**config.mk**
```make
export PLATFORM = sky130hd
export DESIGN_NAME = symmetric_flow_hash_sampler
export DESIGN_NICKNAME = d
export VERILOG_FILES = /design/src/hw/rtl/sfh_pkg.sv /design/src/hw/rtl/sfh_fifo.sv /design/src/hw/rtl/sfh_front.sv /design/src/hw/rtl/sfh_engine.sv /design/src/hw/rtl/symmetric_flow_hash_sampler.sv
export SDC_FILE = /design/constraint.sdc
export NUM_CORES = 2
export LEC_CHECK = 0
export ABC_CLOCK_PERIOD_IN_PS = 10100
export BUFFER_PORTS_ARGS = -buffer_cell sky130_fd_sc_hd__buf_2
export CORE_ASPECT_RATIO = 1.1
export CORE_MARGIN = 1
export CORE_UTILIZATION = 60
export CTS_CLUSTER_DIAMETER = 200
export DETAILED_ROUTE_END_ITERATION = 10
export GPL_TIMING_DRIVEN = 1
export PLACE_DENSITY_LB_ADDON = 0.08
export SLEW_MARGIN = 20
export SYNTH_ARGS = -nofsm -noshare
export SYNTH_HDL_FRONTEND = slang
export SYNTH_HIERARCHICAL = 1
export SYNTH_SLANG_ARGS = --single-unit
export TNS_END_PERCENT = 50
```
**constraint.sdc**
```tcl
create_clock -name clk -period 10.1 [get_ports clk]
set_input_delay 1.515 -clock clk [delete_from_list [all_inputs] [get_ports clk]]
set_output_delay 1.515 -clock clk [all_outputs]
set_load 0.05 [all_outputs]
```
**src/hw/rtl/sfh_pkg.sv**
```systemverilog
// Shared types and constants for the symmetric flow hash sampler.
// Holds the normalized key, the result record and the configuration record.
// No dependencies; every other file of the block but sfh_fifo refers to it by scoped names.
package sfh_pkg;

    // Multiplier of the multiplicative hash.
    localparam logic [31:0] HASH_PRIME = 32'd86477;
    localparam logic [31:0] ALL_ONES   = 32'hffff_ffff;

    // Defaults of the top-level parameters.
    localparam int CODE_BYTES_DEFAULT  = 4;
    localparam int QUEUE_DEPTH_DEFAULT = 2;

    // Configuration register indexes.
    localparam int          CFG_INDEX_W         = 2;
    localparam logic [1:0]  REG_CRC_POLYNOMIAL  = 2'd0;
    localparam logic [1:0]  REG_SAMPLING_ON     = 2'd1;
    localparam logic [1:0]  REG_SAMPLING_LIMIT  = 2'd2;

    // Flow key with the endpoints already put in canonical order.
    typedef struct packed {
        logic [31:0] addr1;
        logic [31:0] addr2;
        logic [15:0] port1;
        logic [15:0] port2;
        logic        is_ipv4;
        logic [7:0]  network_code;
        logic [7:0]  transport_code;
    } key_t;

    // One result record.
    typedef struct packed {
        logic [31:0] hash_value;
        logic        accepted;
        logic [31:0] accepted_total;
        logic [31:0] dropped_total;
    } result_t;

    // Configuration registers as seen by the hash engine.
    typedef struct packed {
        logic [31:0] crc_polynomial;
        logic        sampling_on;
        logic [31:0] sampling_limit;
    } cfg_t;

endpackage

```
**src/hw/rtl/sfh_fifo.sv**
```systemverilog
// Small synchronous FIFO used between the front end, the hash engine and the result port.
// Generic in width and depth; no package dependency.
module sfh_fifo #(
    parameter int WIDTH = 8,
    parameter int DEPTH = 2
) (
    input  logic             clk,
    input  logic             rst_n,
    input  logic             wr_en,
    input  logic [WIDTH-1:0] wdata,
    input  logic             rd_en,
    output logic [WIDTH-1:0] rdata,
    output logic             full,
    output logic             empty
);

    localparam int AW = (DEPTH > 1) ? $clog2(DEPTH) : 1;
    localparam int CW = $clog2(DEPTH + 1);
    localparam logic [AW-1:0] LAST_PTR  = AW'(DEPTH - 1);
    localparam logic [CW-1:0] DEPTH_CNT = CW'(DEPTH);

    logic [WIDTH-1:0] mem [DEPTH];
    logic [AW-1:0]    wr_ptr_reg;
    logic [AW-1:0]    rd_ptr_reg;
    logic [CW-1:0]    count_reg;
    logic             do_write;
    logic             do_read;

    assign full     = (count_reg == DEPTH_CNT);
    assign empty    = (count_reg == '0);
    assign do_write = wr_en && !full;
    assign do_read  = rd_en && !empty;
    assign rdata    = mem[rd_ptr_reg];

    // Storage array.
    always_ff @(posedge clk)
    begin
        if (do_write)
        begin
            mem[wr_ptr_reg] <= wdata;
        end
    end

    // Pointers and fill count.
    always_ff @(posedge clk or negedge rst_n)
    begin
        if (!rst_n)
        begin
            wr_ptr_reg <= '0;
            rd_ptr_reg <= '0;
            count_reg  <= '0;
        end
        else
        begin
            if (do_write)
            begin
                wr_ptr_reg <= (wr_ptr_reg == LAST_PTR) ? '0 : wr_ptr_reg + AW'(1);
            end
            if (do_read)
            begin
                rd_ptr_reg <= (rd_ptr_reg == LAST_PTR) ? '0 : rd_ptr_reg + AW'(1);
            end
            if (do_write && !do_read)
            begin
                count_reg <= count_reg + CW'(1);
            end
            else if (do_read && !do_write)
            begin
                count_reg <= count_reg - CW'(1);
            end
        end
    end

`ifndef SYNTHESIS
    // The fill count never passes the depth.
    assert property (@(posedge clk) disable iff (!rst_n) count_reg <= DEPTH_CNT)
        else $error("fifo count exceeds depth");

    // A lone write grows the fill count by exactly one.
    assert property (@(posedge clk) disable iff (!rst_n)
        (do_write && !do_read) |=> (count_reg == $past(count_reg) + CW'(1)))
        else $error("fifo count did not follow a write");

    // A lone read shrinks the fill count by exactly one.
    assert property (@(posedge clk) disable iff (!rst_n)
        (do_read && !do_write) |=> (count_reg == $past(count_reg) - CW'(1)))
        else $error("fifo count did not follow a read");
`endif

endmodule

```
**src/hw/rtl/sfh_front.sv**
```systemverilog
// Front end of the flow hash sampler: puts the two endpoints of a key in canonical order.
// Depends on sfh_pkg for the key record.
module sfh_front (
    input  logic [31:0]   source_address,
    input  logic [31:0]   dest_address,
    input  logic [15:0]   source_port,
    input  logic [15:0]   dest_port,
    input  logic          is_ipv4,
    input  logic [7:0]    network_code,
    input  logic [7:0]    transport_code,
    output sfh_pkg::key_t key
);

    logic src_first;

    // The smaller address goes first; on a tie the destination endpoint does.
    assign src_first = (source_address < dest_address);

    always_comb
    begin
        key.addr1          = src_first ? source_address : dest_address;
        key.addr2          = src_first ? dest_address   : source_address;
        key.port1          = src_first ? source_port    : dest_port;
        key.port2          = src_first ? dest_port      : source_port;
        key.is_ipv4        = is_ipv4;
        key.network_code   = network_code;
        key.transport_code = transport_code;
    end

endmodule

```
**src/hw/rtl/sfh_engine.sv**
```systemverilog
// Back end of the flow hash sampler: byte-serial CRC or multiply-accumulate hash, sampling
// decision and the accepted and dropped counters. Depends on sfh_pkg.
module sfh_engine #(
    parameter int CODE_BYTES = sfh_pkg::CODE_BYTES_DEFAULT
) (
    input  logic             clk,
    input  logic             rst_n,
    input  sfh_pkg::cfg_t    cfg,
    input  logic             key_valid,
    input  sfh_pkg::key_t    key,
    output logic             key_pop,
    input  logic             res_full,
    output logic             res_push,
    output sfh_pkg::result_t res
);

    localparam logic [1:0] CODE_LAST = 2'(CODE_BYTES - 1);

    typedef enum logic [1:0] {
        S_IDLE,
        S_CRC,
        S_MUL,
        S_DONE
    } state_t;

    typedef enum logic [2:0] {
        SEG_NET,
        SEG_TRN,
        SEG_P1,
        SEG_P2,
        SEG_A1,
        SEG_A2
    } seg_t;

    state_t        state_reg;
    seg_t          seg_reg;
    logic [1:0]    byte_reg;
    logic [1:0]    step_reg;
    sfh_pkg::key_t key_reg;
    logic [31:0]   hash_reg;
    logic [31:0]   acc_reg;
    logic [31:0]   drop_reg;

    logic [31:0]   seg_val;
    logic [1:0]    seg_last;
    logic [31:0]   crc_step;
    logic [31:0]   crc_next;
    logic          end_of_seg;
    logic          final_seg;
    logic [31:0]   mul_a;
    logic [31:0]   addend;
    logic [31:0]   mac_next;
    logic          drop;
    logic [31:0]   acc_inc;
    logic [31:0]   drop_inc;
    logic [31:0]   acc_next;
    logic [31:0]   drop_next;

    // Eight reflected CRC bit steps over one byte.
    function automatic logic [31:0] crc_byte(input logic [31:0] c, input logic [7:0] b,
                                             input logic [31:0] poly);
        logic [31:0] w;
        w = c ^ {24'd0, b};
        for (int k = 0; k < 8; k++)
        begin
            w = w[0] ? (poly ^ (w >> 1)) : (w >> 1);
        end
        return w;
    endfunction

    // Value and length of the current CRC call.
    always_comb
    begin
        case (seg_reg)
            SEG_NET: seg_val = {24'd0, key_reg.network_code};
            SEG_TRN: seg_val = {24'd0, key_reg.transport_code};
            SEG_P1:  seg_val = {16'd0, key_reg.port1};
            SEG_P2:  seg_val = {16'd0, key_reg.port2};
            SEG_A1:  seg_val = key_reg.addr1;
            SEG_A2:  seg_val = key_reg.addr2;
            default: seg_val = '0;
        endcase
        case (seg_reg)
            SEG_NET, SEG_TRN: seg_last = CODE_LAST;
            SEG_P1, SEG_P2:   seg_last = 2'd1;
            default:          seg_last = 2'd3;
        endcase
    end

    // One CRC byte per cycle; a call closes with an inversion.
    assign crc_step   = crc_byte(hash_reg, seg_val[8*byte_reg +: 8], cfg.crc_polynomial);
    assign end_of_seg = (byte_reg == seg_last);
    assign crc_next   = end_of_seg ? ~crc_step : crc_step;
    assign final_seg  = (seg_reg == SEG_A2) || ((seg_reg == SEG_TRN) && !key_reg.is_ipv4);

    // Multiply-accumulate: x = a1*P + a2, then x*P + p1, x*P + p2, x*P.
    always_comb
    begin
        mul_a = (step_reg == 2'd0) ? key_reg.addr1 : hash_reg;
        case (step_reg)
            2'd0:    addend = key_reg.addr2;
            2'd1:    addend = {16'd0, key_reg.port1};
            2'd2:    addend = {16'd0, key_reg.port2};
            default: addend = '0;
        endcase
        mac_next = 32'(mul_a * sfh_pkg::HASH_PRIME) + addend;
    end

    // Sampling decision and counter update; a wrap of one counter clears the other.
    always_comb
    begin
        drop      = cfg.sampling_on && (hash_reg > cfg.sampling_limit);
        acc_inc   = acc_reg + 32'd1;
        drop_inc  = drop_reg + 32'd1;
        acc_next  = acc_reg;
        drop_next = drop_reg;
        if (cfg.sampling_on)
        begin
            if (drop)
            begin
                drop_next = drop_inc;
                acc_next  = (drop_inc == '0) ? '0 : acc_reg;
            end
            else
            begin
                acc_next  = acc_inc;
                drop_next = (acc_inc == '0) ? '0 : drop_reg;
            end
        end
    end

    assign key_pop  = (state_reg == S_IDLE) && key_valid;
    assign res_push = (state_reg == S_DONE) && !res_full;

    always_comb
    begin
        res.hash_value     = hash_reg;
        res.accepted       = !drop;
        res.accepted_total = acc_next;
        res.dropped_total  = drop_next;
    end

    // Sequencer, key and hash registers, counters.
    always_ff @(posedge clk or negedge rst_n)
    begin
        if (!rst_n)
        begin
            state_reg <= S_IDLE;
            seg_reg   <= SEG_NET;
            byte_reg  <= '0;
            step_reg  <= '0;
            key_reg   <= '0;
            hash_reg  <= '0;
            acc_reg   <= '0;
            drop_reg  <= '0;
        end
        else
        begin
            case (state_reg)
                S_IDLE:
                begin
                    if (key_valid)
                    begin
                        key_reg  <= key;
                        seg_reg  <= SEG_NET;
                        byte_reg <= '0;
                        step_reg <= '0;
                        if (cfg.crc_polynomial != '0)
                        begin
                            hash_reg  <= sfh_pkg::ALL_ONES;
                            state_reg <= S_CRC;
                        end
                        else if (key.is_ipv4)
                        begin
                            state_reg <= S_MUL;
                        end
                        else
                        begin
                            hash_reg  <= '0;
                            state_reg <= S_DONE;
                        end
                    end
                end
                S_CRC:
                begin
                    hash_reg <= crc_next;
                    if (end_of_seg)
                    begin
                        byte_reg <= '0;
                        if (final_seg)
                        begin
                            state_reg <= S_DONE;
                        end
                        else
                        begin
                            seg_reg <= seg_t'(seg_reg + 3'd1);
                        end
                    end
                    else
                    begin
                        byte_reg <= byte_reg + 2'd1;
                    end
                end
                S_MUL:
                begin
                    hash_reg <= mac_next;
                    step_reg <= step_reg + 2'd1;
                    if (step_reg == 2'd3)
                    begin
                        state_reg <= S_DONE;
                    end
                end
                S_DONE:
                begin
                    if (!res_full)
                    begin
                        acc_reg   <= acc_next;
                        drop_reg  <= drop_next;
                        state_reg <= S_IDLE;
                    end
                end
                default:
                begin
                    state_reg <= S_IDLE;
                end
            endcase
        end
    end

`ifndef SYNTHESIS
    // The CRC sequencer never runs past the last address call.
    assert property (@(posedge clk) disable iff (!rst_n)
        (state_reg == S_CRC) |-> (seg_reg <= SEG_A2))
        else $error("crc segment out of range");

    // With sampling off the counters hold across a delivered result.
    assert property (@(posedge clk) disable iff (!rst_n)
        (res_push && !cfg.sampling_on) |=> ($stable(acc_reg) && $stable(drop_reg)))
        else $error("counters moved with sampling off");

    // A new key is taken only when the previous result has left.
    assert property (@(posedge clk) disable iff (!rst_n)
        key_pop |-> !$past(state_reg == S_DONE && res_full))
        else $error("key taken while a result was stalled");
`endif

endmodule

```
**src/hw/rtl/symmetric_flow_hash_sampler.sv**
```systemverilog
// Top level of the symmetric flow hash sampler: configuration registers, key queue,
// front end, hash engine and result queue. Depends on sfh_pkg, sfh_front, sfh_fifo, sfh_engine.
//
// Usage: keys enter through a queue-like port (push/full); a key is transferred at a rising
// edge with push high and full low. Results leave through empty/pop: the oldest result is
// on the result ports while empty is low and is transferred on pop with empty low.
// Configuration is written through cfg_write/cfg_index/cfg_data. The user must write it
// only while idle; the block itself does not enforce this. Endpoints are ordered as the key
// enters; the hash engine then takes the key from a small queue and works on one key at a
// time. In the engine a key is loaded, then hashed, and then its result is posted. CRC mode
// takes one byte per cycle through the CRC unit (code bytes, then for IPv4 keys ports and
// addresses); multiplicative mode does one multiply-accumulate per cycle, and a non-IPv4
// key there gets a zero hash with no steps.
// Reset clears the queues, the counters and the registers to their defaults. When the
// receiver stalls, results collect in the result queue, then the engine holds its
// finished result, then keys fill the key queue and full rises.
module symmetric_flow_hash_sampler #(
    parameter int CODE_BYTES  = sfh_pkg::CODE_BYTES_DEFAULT,
    parameter int QUEUE_DEPTH = sfh_pkg::QUEUE_DEPTH_DEFAULT
) (
    input  logic                            clk,
    input  logic                            rst_n,
    input  logic                            cfg_write,
    input  logic [sfh_pkg::CFG_INDEX_W-1:0] cfg_index,
    input  logic [31:0]                     cfg_data,
    input  logic                            push,
    output logic                            full,
    input  logic [31:0]                     source_address,
    input  logic [31:0]                     dest_address,
    input  logic [15:0]                     source_port,
    input  logic [15:0]                     dest_port,
    input  logic                            is_ipv4,
    input  logic [7:0]                      network_code,
    input  logic [7:0]                      transport_code,
    output logic                            empty,
    input  logic                            pop,
    output logic [31:0]                     hash_value,
    output logic                            accepted,
    output logic [31:0]                     accepted_total,
    output logic [31:0]                     dropped_total
);

    localparam int KEY_W = $bits(sfh_pkg::key_t);
    localparam int RES_W = $bits(sfh_pkg::result_t);

    sfh_pkg::cfg_t    cfg_reg;
    sfh_pkg::key_t    front_key;
    logic [KEY_W-1:0] key_head;
    logic             key_empty;
    logic             key_pop;
    logic             res_full;
    logic             res_push;
    sfh_pkg::result_t res_new;
    logic [RES_W-1:0] res_head_bits;
    sfh_pkg::result_t res_head;

    // Configuration registers.
    always_ff @(posedge clk or negedge rst_n)
    begin
        if (!rst_n)
        begin
            cfg_reg.crc_polynomial <= '0;
            cfg_reg.sampling_on    <= 1'b0;
            cfg_reg.sampling_limit <= sfh_pkg::ALL_ONES;
        end
        else if (cfg_write)
        begin
            case (cfg_index)
                sfh_pkg::REG_CRC_POLYNOMIAL: cfg_reg.crc_polynomial <= cfg_data;
                sfh_pkg::REG_SAMPLING_ON:    cfg_reg.sampling_on    <= cfg_data[0];
                sfh_pkg::REG_SAMPLING_LIMIT: cfg_reg.sampling_limit <= cfg_data;
                default:                     cfg_reg                <= cfg_reg;
            endcase
        end
    end

    // Front end: canonical endpoint order.
    sfh_front u_front (
        .source_address (source_address),
        .dest_address   (dest_address),
        .source_port    (source_port),
        .dest_port      (dest_port),
        .is_ipv4        (is_ipv4),
        .network_code   (network_code),
        .transport_code (transport_code),
        .key            (front_key)
    );

    // Queue between front end and hash engine.
    sfh_fifo #(
        .WIDTH (KEY_W),
        .DEPTH (QUEUE_DEPTH)
    ) u_key_fifo (
        .clk   (clk),
        .rst_n (rst_n),
        .wr_en (push),
        .wdata (front_key),
        .rd_en (key_pop),
        .rdata (key_head),
        .full  (full),
        .empty (key_empty)
    );

    // Hash engine with sampling and counters.
    sfh_engine #(
        .CODE_BYTES (CODE_BYTES)
    ) u_engine (
        .clk       (clk),
        .rst_n     (rst_n),
        .cfg       (cfg_reg),
        .key_valid (!key_empty),
        .key       (key_head),
        .key_pop   (key_pop),
        .res_full  (res_full),
        .res_push  (res_push),
        .res       (res_new)
    );

    // Result queue toward the receiver.
    sfh_fifo #(
        .WIDTH (RES_W),
        .DEPTH (QUEUE_DEPTH)
    ) u_res_fifo (
        .clk   (clk),
        .rst_n (rst_n),
        .wr_en (res_push),
        .wdata (res_new),
        .rd_en (pop),
        .rdata (res_head_bits),
        .full  (res_full),
        .empty (empty)
    );

    assign res_head       = res_head_bits;
    assign hash_value     = res_head.hash_value;
    assign accepted       = res_head.accepted;
    assign accepted_total = res_head.accepted_total;
    assign dropped_total  = res_head.dropped_total;

endmodule
```
* After elaboration in Yosys (flattened, before gate mapping)
Memories as Yosys holds them, arrays and structs flattened.
Index checks and enable logic that the tools add are counted.
** Storage, ports and cells
- Flip-flop bits (word level) :: 291
- Memories kept :: 2
- RAM bits :: 420
** Operators by class
- $mul :: 1
- Shift-type cells :: 1
- Muxes and demuxes :: 55
- Order comparisons :: 2
- Bitwise gates (word level) :: 12
- Equality and inequality tests :: 23
- Add/sub/neg operators :: 14
- Reduce and logical (&&, ||, !) cells :: 48
** Memories
- u_key_fifo.mem :: depth 2, width 113, read ports 1, clocked after Yosys merged registers in 0, write ports 1, RTL line sfh_fifo.sv:22 : logic [WIDTH-1:0] mem [DEPTH];
- u_res_fifo.mem :: depth 2, width 97, read ports 1, clocked after Yosys merged registers in 0, write ports 1, RTL line sfh_fifo.sv:22
** Operators by type and width (count)
- 2-to-1 mux 32 bit :: 21
- bitwise XOR 32 x 31 -> 32 bit :: 8
- one-hot mux 32 bit (3 select lines) :: 2
- one-hot mux 32 bit (6 select lines) :: 1
- adder 32 x 1 -> 32 bit (second input constant) :: 2
- logical NOT 32 bit :: 2
- adder 32 bit :: 1
- greater-than comparator 32 bit :: 1
- < comparator 32 bit :: 1
- multiplier 32 x 17 -> 32 bit (second input constant) :: 1
- 2-to-1 mux 16 bit :: 2
- inverter 32 bit :: 1
- nonzero test 32 bit :: 1
- variable part select 32 x 6 -> 8 bit :: 1
- bitwise XOR 32 x 8 -> 32 bit :: 1
- 2-to-1 mux 2 bit :: 13
- equality test 2 bit (second input constant) :: 7
- AND reduction 2 bit :: 7
- logical AND 1 bit :: 12
- logical NOT 1 bit :: 10
- logical NOT 2 bit :: 5
- 2-to-1 mux 1 bit :: 9
- 2-to-1 mux 3 bit :: 3
- adder 2 x 1 -> 2 bit (second input constant) :: 4
- other kinds (23) :: 40

* Logic depth before layout (Yosys ltp)
- Word-level depth :: 23
- Depth in mapped cells :: 33

* Hierarchy
Netlist, hierarchy kept.
** By module, submodules not included
- sfh_engine :: times used 1, seq. area each 5455.2 um2, cells an instance 3203, area an instance 27616.5 um2
- sfh_fifo (u_key_fifo) :: times used 1, seq. area each 6886.6 um2, cells an instance 371, area an instance 8599.5 um2
- sfh_fifo (u_res_fifo) :: times used 1, seq. area each 5925.7 um2, cells an instance 321, area an instance 7269.5 um2
- symmetric_flow_hash_sampler :: times used 1, seq. area each 1666.6 um2, cells an instance 140, area an instance 2488.6 um2
- sfh_front :: times used 1, seq. area each 0.0 um2, cells an instance 234, area an instance 2215.9 um2

* Worst setup path before layout
Ideal clock, no wire load.
- Kind :: register to register
- Start :: reg u_engine.step_reg[0]
- End :: reg u_engine.hash_reg[29]
- Setup slack :: 3.006 ns
- Period minus slack after synthesis :: 7.094 ns
- Cell stages (with the launch flop) :: 32
- Arrival :: 6.969 ns
- Data required time :: 9.976 ns
- Cells stage by stage :: dfrtp_1 inv_1 ha_1 clkbuf_1 clkbuf_1 clkbuf_1 nand2_1 o21ai_0 ha_1 inv_1 fa_1 inv_1 fa_1 fa_1 fa_1 inv_1 fa_1 inv_1 ha_1 a21o_1 a21o_1 a21o_1 a21oi_1 o31ai_1 a211oi_1 o21a_1 o21ai_0 a21oi_1 xnor2_1 a21boi_0 a2bb2oi_1 o21ai_1
** Between the ends
- Longest elaborated chain between the ends :: 5
** Ends and longest elaborated chain
- from (decl) :: RTL line sfh_engine.sv:38 : logic [1:0] step_reg;
- from (signal assigned) :: RTL line sfh_engine.sv:207 : step_reg <= step_reg + 2'd1;
- logical NOT 2 bit :: RTL line sfh_engine.sv:99, sfh_engine.sv:100
- 2-to-1 mux 32 bit :: RTL line sfh_engine.sv:99 : mul_a = (step_reg == 2'd0) ? key_reg.addr1 : hash_reg;
- multiplier 32 x 17 -> 32 bit :: RTL line sfh_engine.sv:106 : mac_next = 32'(mul_a * sfh_pkg::HASH_PRIME) + addend;
- adder 32 bit (*) :: RTL line sfh_engine.sv:106
- one-hot mux 32 bit (3 select lines) (*) :: RTL line sfh_engine.sv:159 : case (state_reg)
- to (signal assigned) :: RTL line sfh_engine.sv:170 : hash_reg <= sfh_pkg::ALL_ONES;
- to (signal assigned) :: RTL line sfh_engine.sv:186 : hash_reg <= crc_next;
- to (signal assigned) :: RTL line sfh_engine.sv:206 : hash_reg <= mac_next;
- to (decl) :: RTL line sfh_engine.sv:40 : logic [31:0] hash_reg;
Every way passes the cells marked *; elsewhere a longest branch is shown, timed or not.
A chain may end at the register's enable or synchronous reset.

* Worst setup path in the final report
- Start :: reg u_engine.step_reg[0]
- End :: reg u_engine.hash_reg[30]
Same word-level chain as after synthesis.

==> run metrics <==
drt initial violations=2,706; setup violators final=0; chip width=272 µm; crit-path max FO=38; Startpoint Class=register; H-tree depth=3; clock period minus worst slack=7.71 ns; Largest register FFs=226; post-synthesis xor/xnor area fraction=6.03%; setup repair after global routing missed its margin=false; vias in the first global route=32.6k; crit path capture type=register; CP Class=reg2reg; proportion of synthesized area in mux cells=13.6%; hpwl dp=89,400 µm; Synth top area share=26.2%; pin count of the biggest net entering global routing=144; Worst Hold End=u_engine/key_reg[11]; Hold Fails Final Rpt=0; Worst R2R Setup Slack=2.39 ns; Async SR Flop Fraction=40.9%; post-synthesis adder-cell area fraction=13.2%; Post-Route Setup TNS=0 ns; sequential fraction of the synthesis area=41.4%; flops & latches, synth=711; final wirelength=121,000 µm; Yosys top cell by area=edfxtp_1; PostCTS Resize Cnt=0; period utilization=76.4%; CTS Buf Count=74; predominant post-synthesis flop cell=edfxtp_1; Placeable Area=0.0792 mm²; Arr. time, crit path=8.30 ns; clk_skew=0.0425 ns; Slew HR=33.7%; clock sinks=711; reg2reg end=u_engine/hash_reg[30]; Worst path slowest cell=fa_1; initial antenna violation count=2; min-delay worst type=reg2reg; slowest stage delay, CP=0.51 ns; CTS clk-pin slew, worst paths=0.06 ns; Port Buffers=250; Total GRT Usage=29.8%; Mapped Area=0.0482 mm²; Max Freq=130 MHz; synth unique cells=114; via/cell ratio=6.02; clock buffer depth=3; num rows=108; mean post-synth cell area=11.3 µm²; Initial Utilization=60.9%; Post-Syn Nets=4,827; hold_buf cts=0; worst skew pair latency=0.66 ns; Synth Area in Simple Gates=8.90%; first-pass iteration count of the detailed router=8; most frequent cell after synthesis=inv_1; DRC=0; root buf cell=clkbuf_16; Vert. Die Dim=299 µm; Synth Area in Compound Gates=10.6%; Synth Instances=4,269; synth cell count leaders=435 x inv_1, 420 x edfxtp_1, 397 x mux2_2; status=complete, no violations; max-slew violations=0; share of cells above drive strength 1=23.5%; die area=0.0815 mm²; Synth warnings=6; CP dominant cell by count=inv_1; number of synthesized flops with an enable pin=420; # IOs=251; largest family of logic cells by synthesized area=multiplexers; Final #Nets=4,922; Crit path required time=10.69 ns; global-route wire length before repair=189,000 µm; Worst Hold Path Cells=1; Avg WL per Cell=22.2 µm; CTS tree=built; Place WS=2.49 ns; via count=32.9k; Max-Cap Viols=0; r2r startpoint=u_engine/step_reg[0]; setup ws final=2.39 ns; largest cells by area after synthesis=edfxtp_1 26%, dfrtp_1 13%, mux2_2 9.3%; worst hold start=u_engine/key_reg[11]; worst hold margin=0.503 ns; post-route ant nets=0; Post-CTS Setup Repair Bufs=0; R2R cell count=30; Placer Congestion=0.936; worst slew pin tran=0.989 ns; GRT overflow=0; P&R area growth vs syn=8.76%
## logic make-up after synthesis
family / after synthesis
AOI/OAI and AO/OA: 761
adders and majority gates: 407
muxes: 546
and+or+nand+nor: 841
xor gates and xnor gates: 290
buffers and inverters: 713
DFF: 711
## routing by layer
layer | track usage [%] | up-vias | part of all wire [%]
li1 | - | 15300 | -
met1 | 41.0 | 16400 | 44
met2 | 50.0 | 1002 | 49
met3 | 3.14 | 174 | 5.0
met4 | 8.99 | 0 | 2.6
met5 | 0 | - | 0
## worst max-delay path by stage
stage | slack (ns) | startpoint | end
2_1_floorplan | 3.01 | u_engine/step_reg[0] | u_engine/hash_reg[29]
3_5_place_dp | 2.49 | u_engine/step_reg[0] | u_engine/hash_reg[29]
5_1_grt | 1.81 | u_engine/step_reg[0] | u_engine/hash_reg[30]
6_report | 2.39 | u_engine/step_reg[0] | u_engine/hash_reg[30]
3_3_place_gp | 2.51 | u_engine/step_reg[0] | u_engine/hash_reg[29]
4_1_cts | 2.45 | u_engine/step_reg[0] | u_engine/hash_reg[29]
## layout by cell type, fill, tap and decap left out, types with 23 or more instances in the layout
cell type	synthesis	routed
nand2_1	255	255
inv_1	435	435
nand2b_1	25	25
a22o_1	25	25
o31ai_1	55	55
and2_1	28	27
o21ai_1	32	30
nand3_1	63	62
dfrtp_1	259	257
o21a_1	23	23
mux2_4	120	120
xor2_1	93	93
buf_2	42	249
xnor3_1	23	23
xnor2_1	169	168
ha_1	237	236
nor3_1	60	60
mux2i_1	24	24
nor2_1	155	152
fa_1	169	169
a21o_1	31	31
a21oi_1	148	147
buf_4	30	43
nand4_1	48	48
o21ai_0	205	205
clkbuf_16	0	78
mux2_2	397	397
o211ai_1	29	29
and3_1	62	60
edfxtp_1	420	420
dfstp_2	32	32
## final cells by class
type / count / area (µm²)
timing repair buffer: 295 / 1620
clock buffer: 101 / 2130
tap: 1045 / 1310
inverter: 437 / 1640
fill: 6213 / 26800
antenna: 1 / 2.50
sequential: 711 / 19900
multi-input combinational: 2845 / 25300
clock inverter: 37 / 442
## worst max-delay path: cells and delay by family, from the launching register on
| kind | cells | cell delay (ns) |
|---|---|---|
| adders and majority gates | 8 | 2.96 |
| AOI/OAI and AO/OA | 13 | 2.85 |
| buffers and inverters | 6 | 0.80 |
| DFF | 1 | 0.44 |
| muxes | 1 | 0.44 |
| and+or+nand+nor | 2 | 0.13 |
## through the flow
step,instances,area [µm²],util (%)
after CTS,5470,52400,66.2
after global routing,5471,52400,66.2
after global placement,5332,49800,62.9
after detailed placement,5332,49800,62.9
after floorplan,4269,48200,-
final,5472,52400,66.2
Power is left out: the tool's default activity adds up to more than one toggle a clock period on the data nets, which glitch-free logic cannot reach.
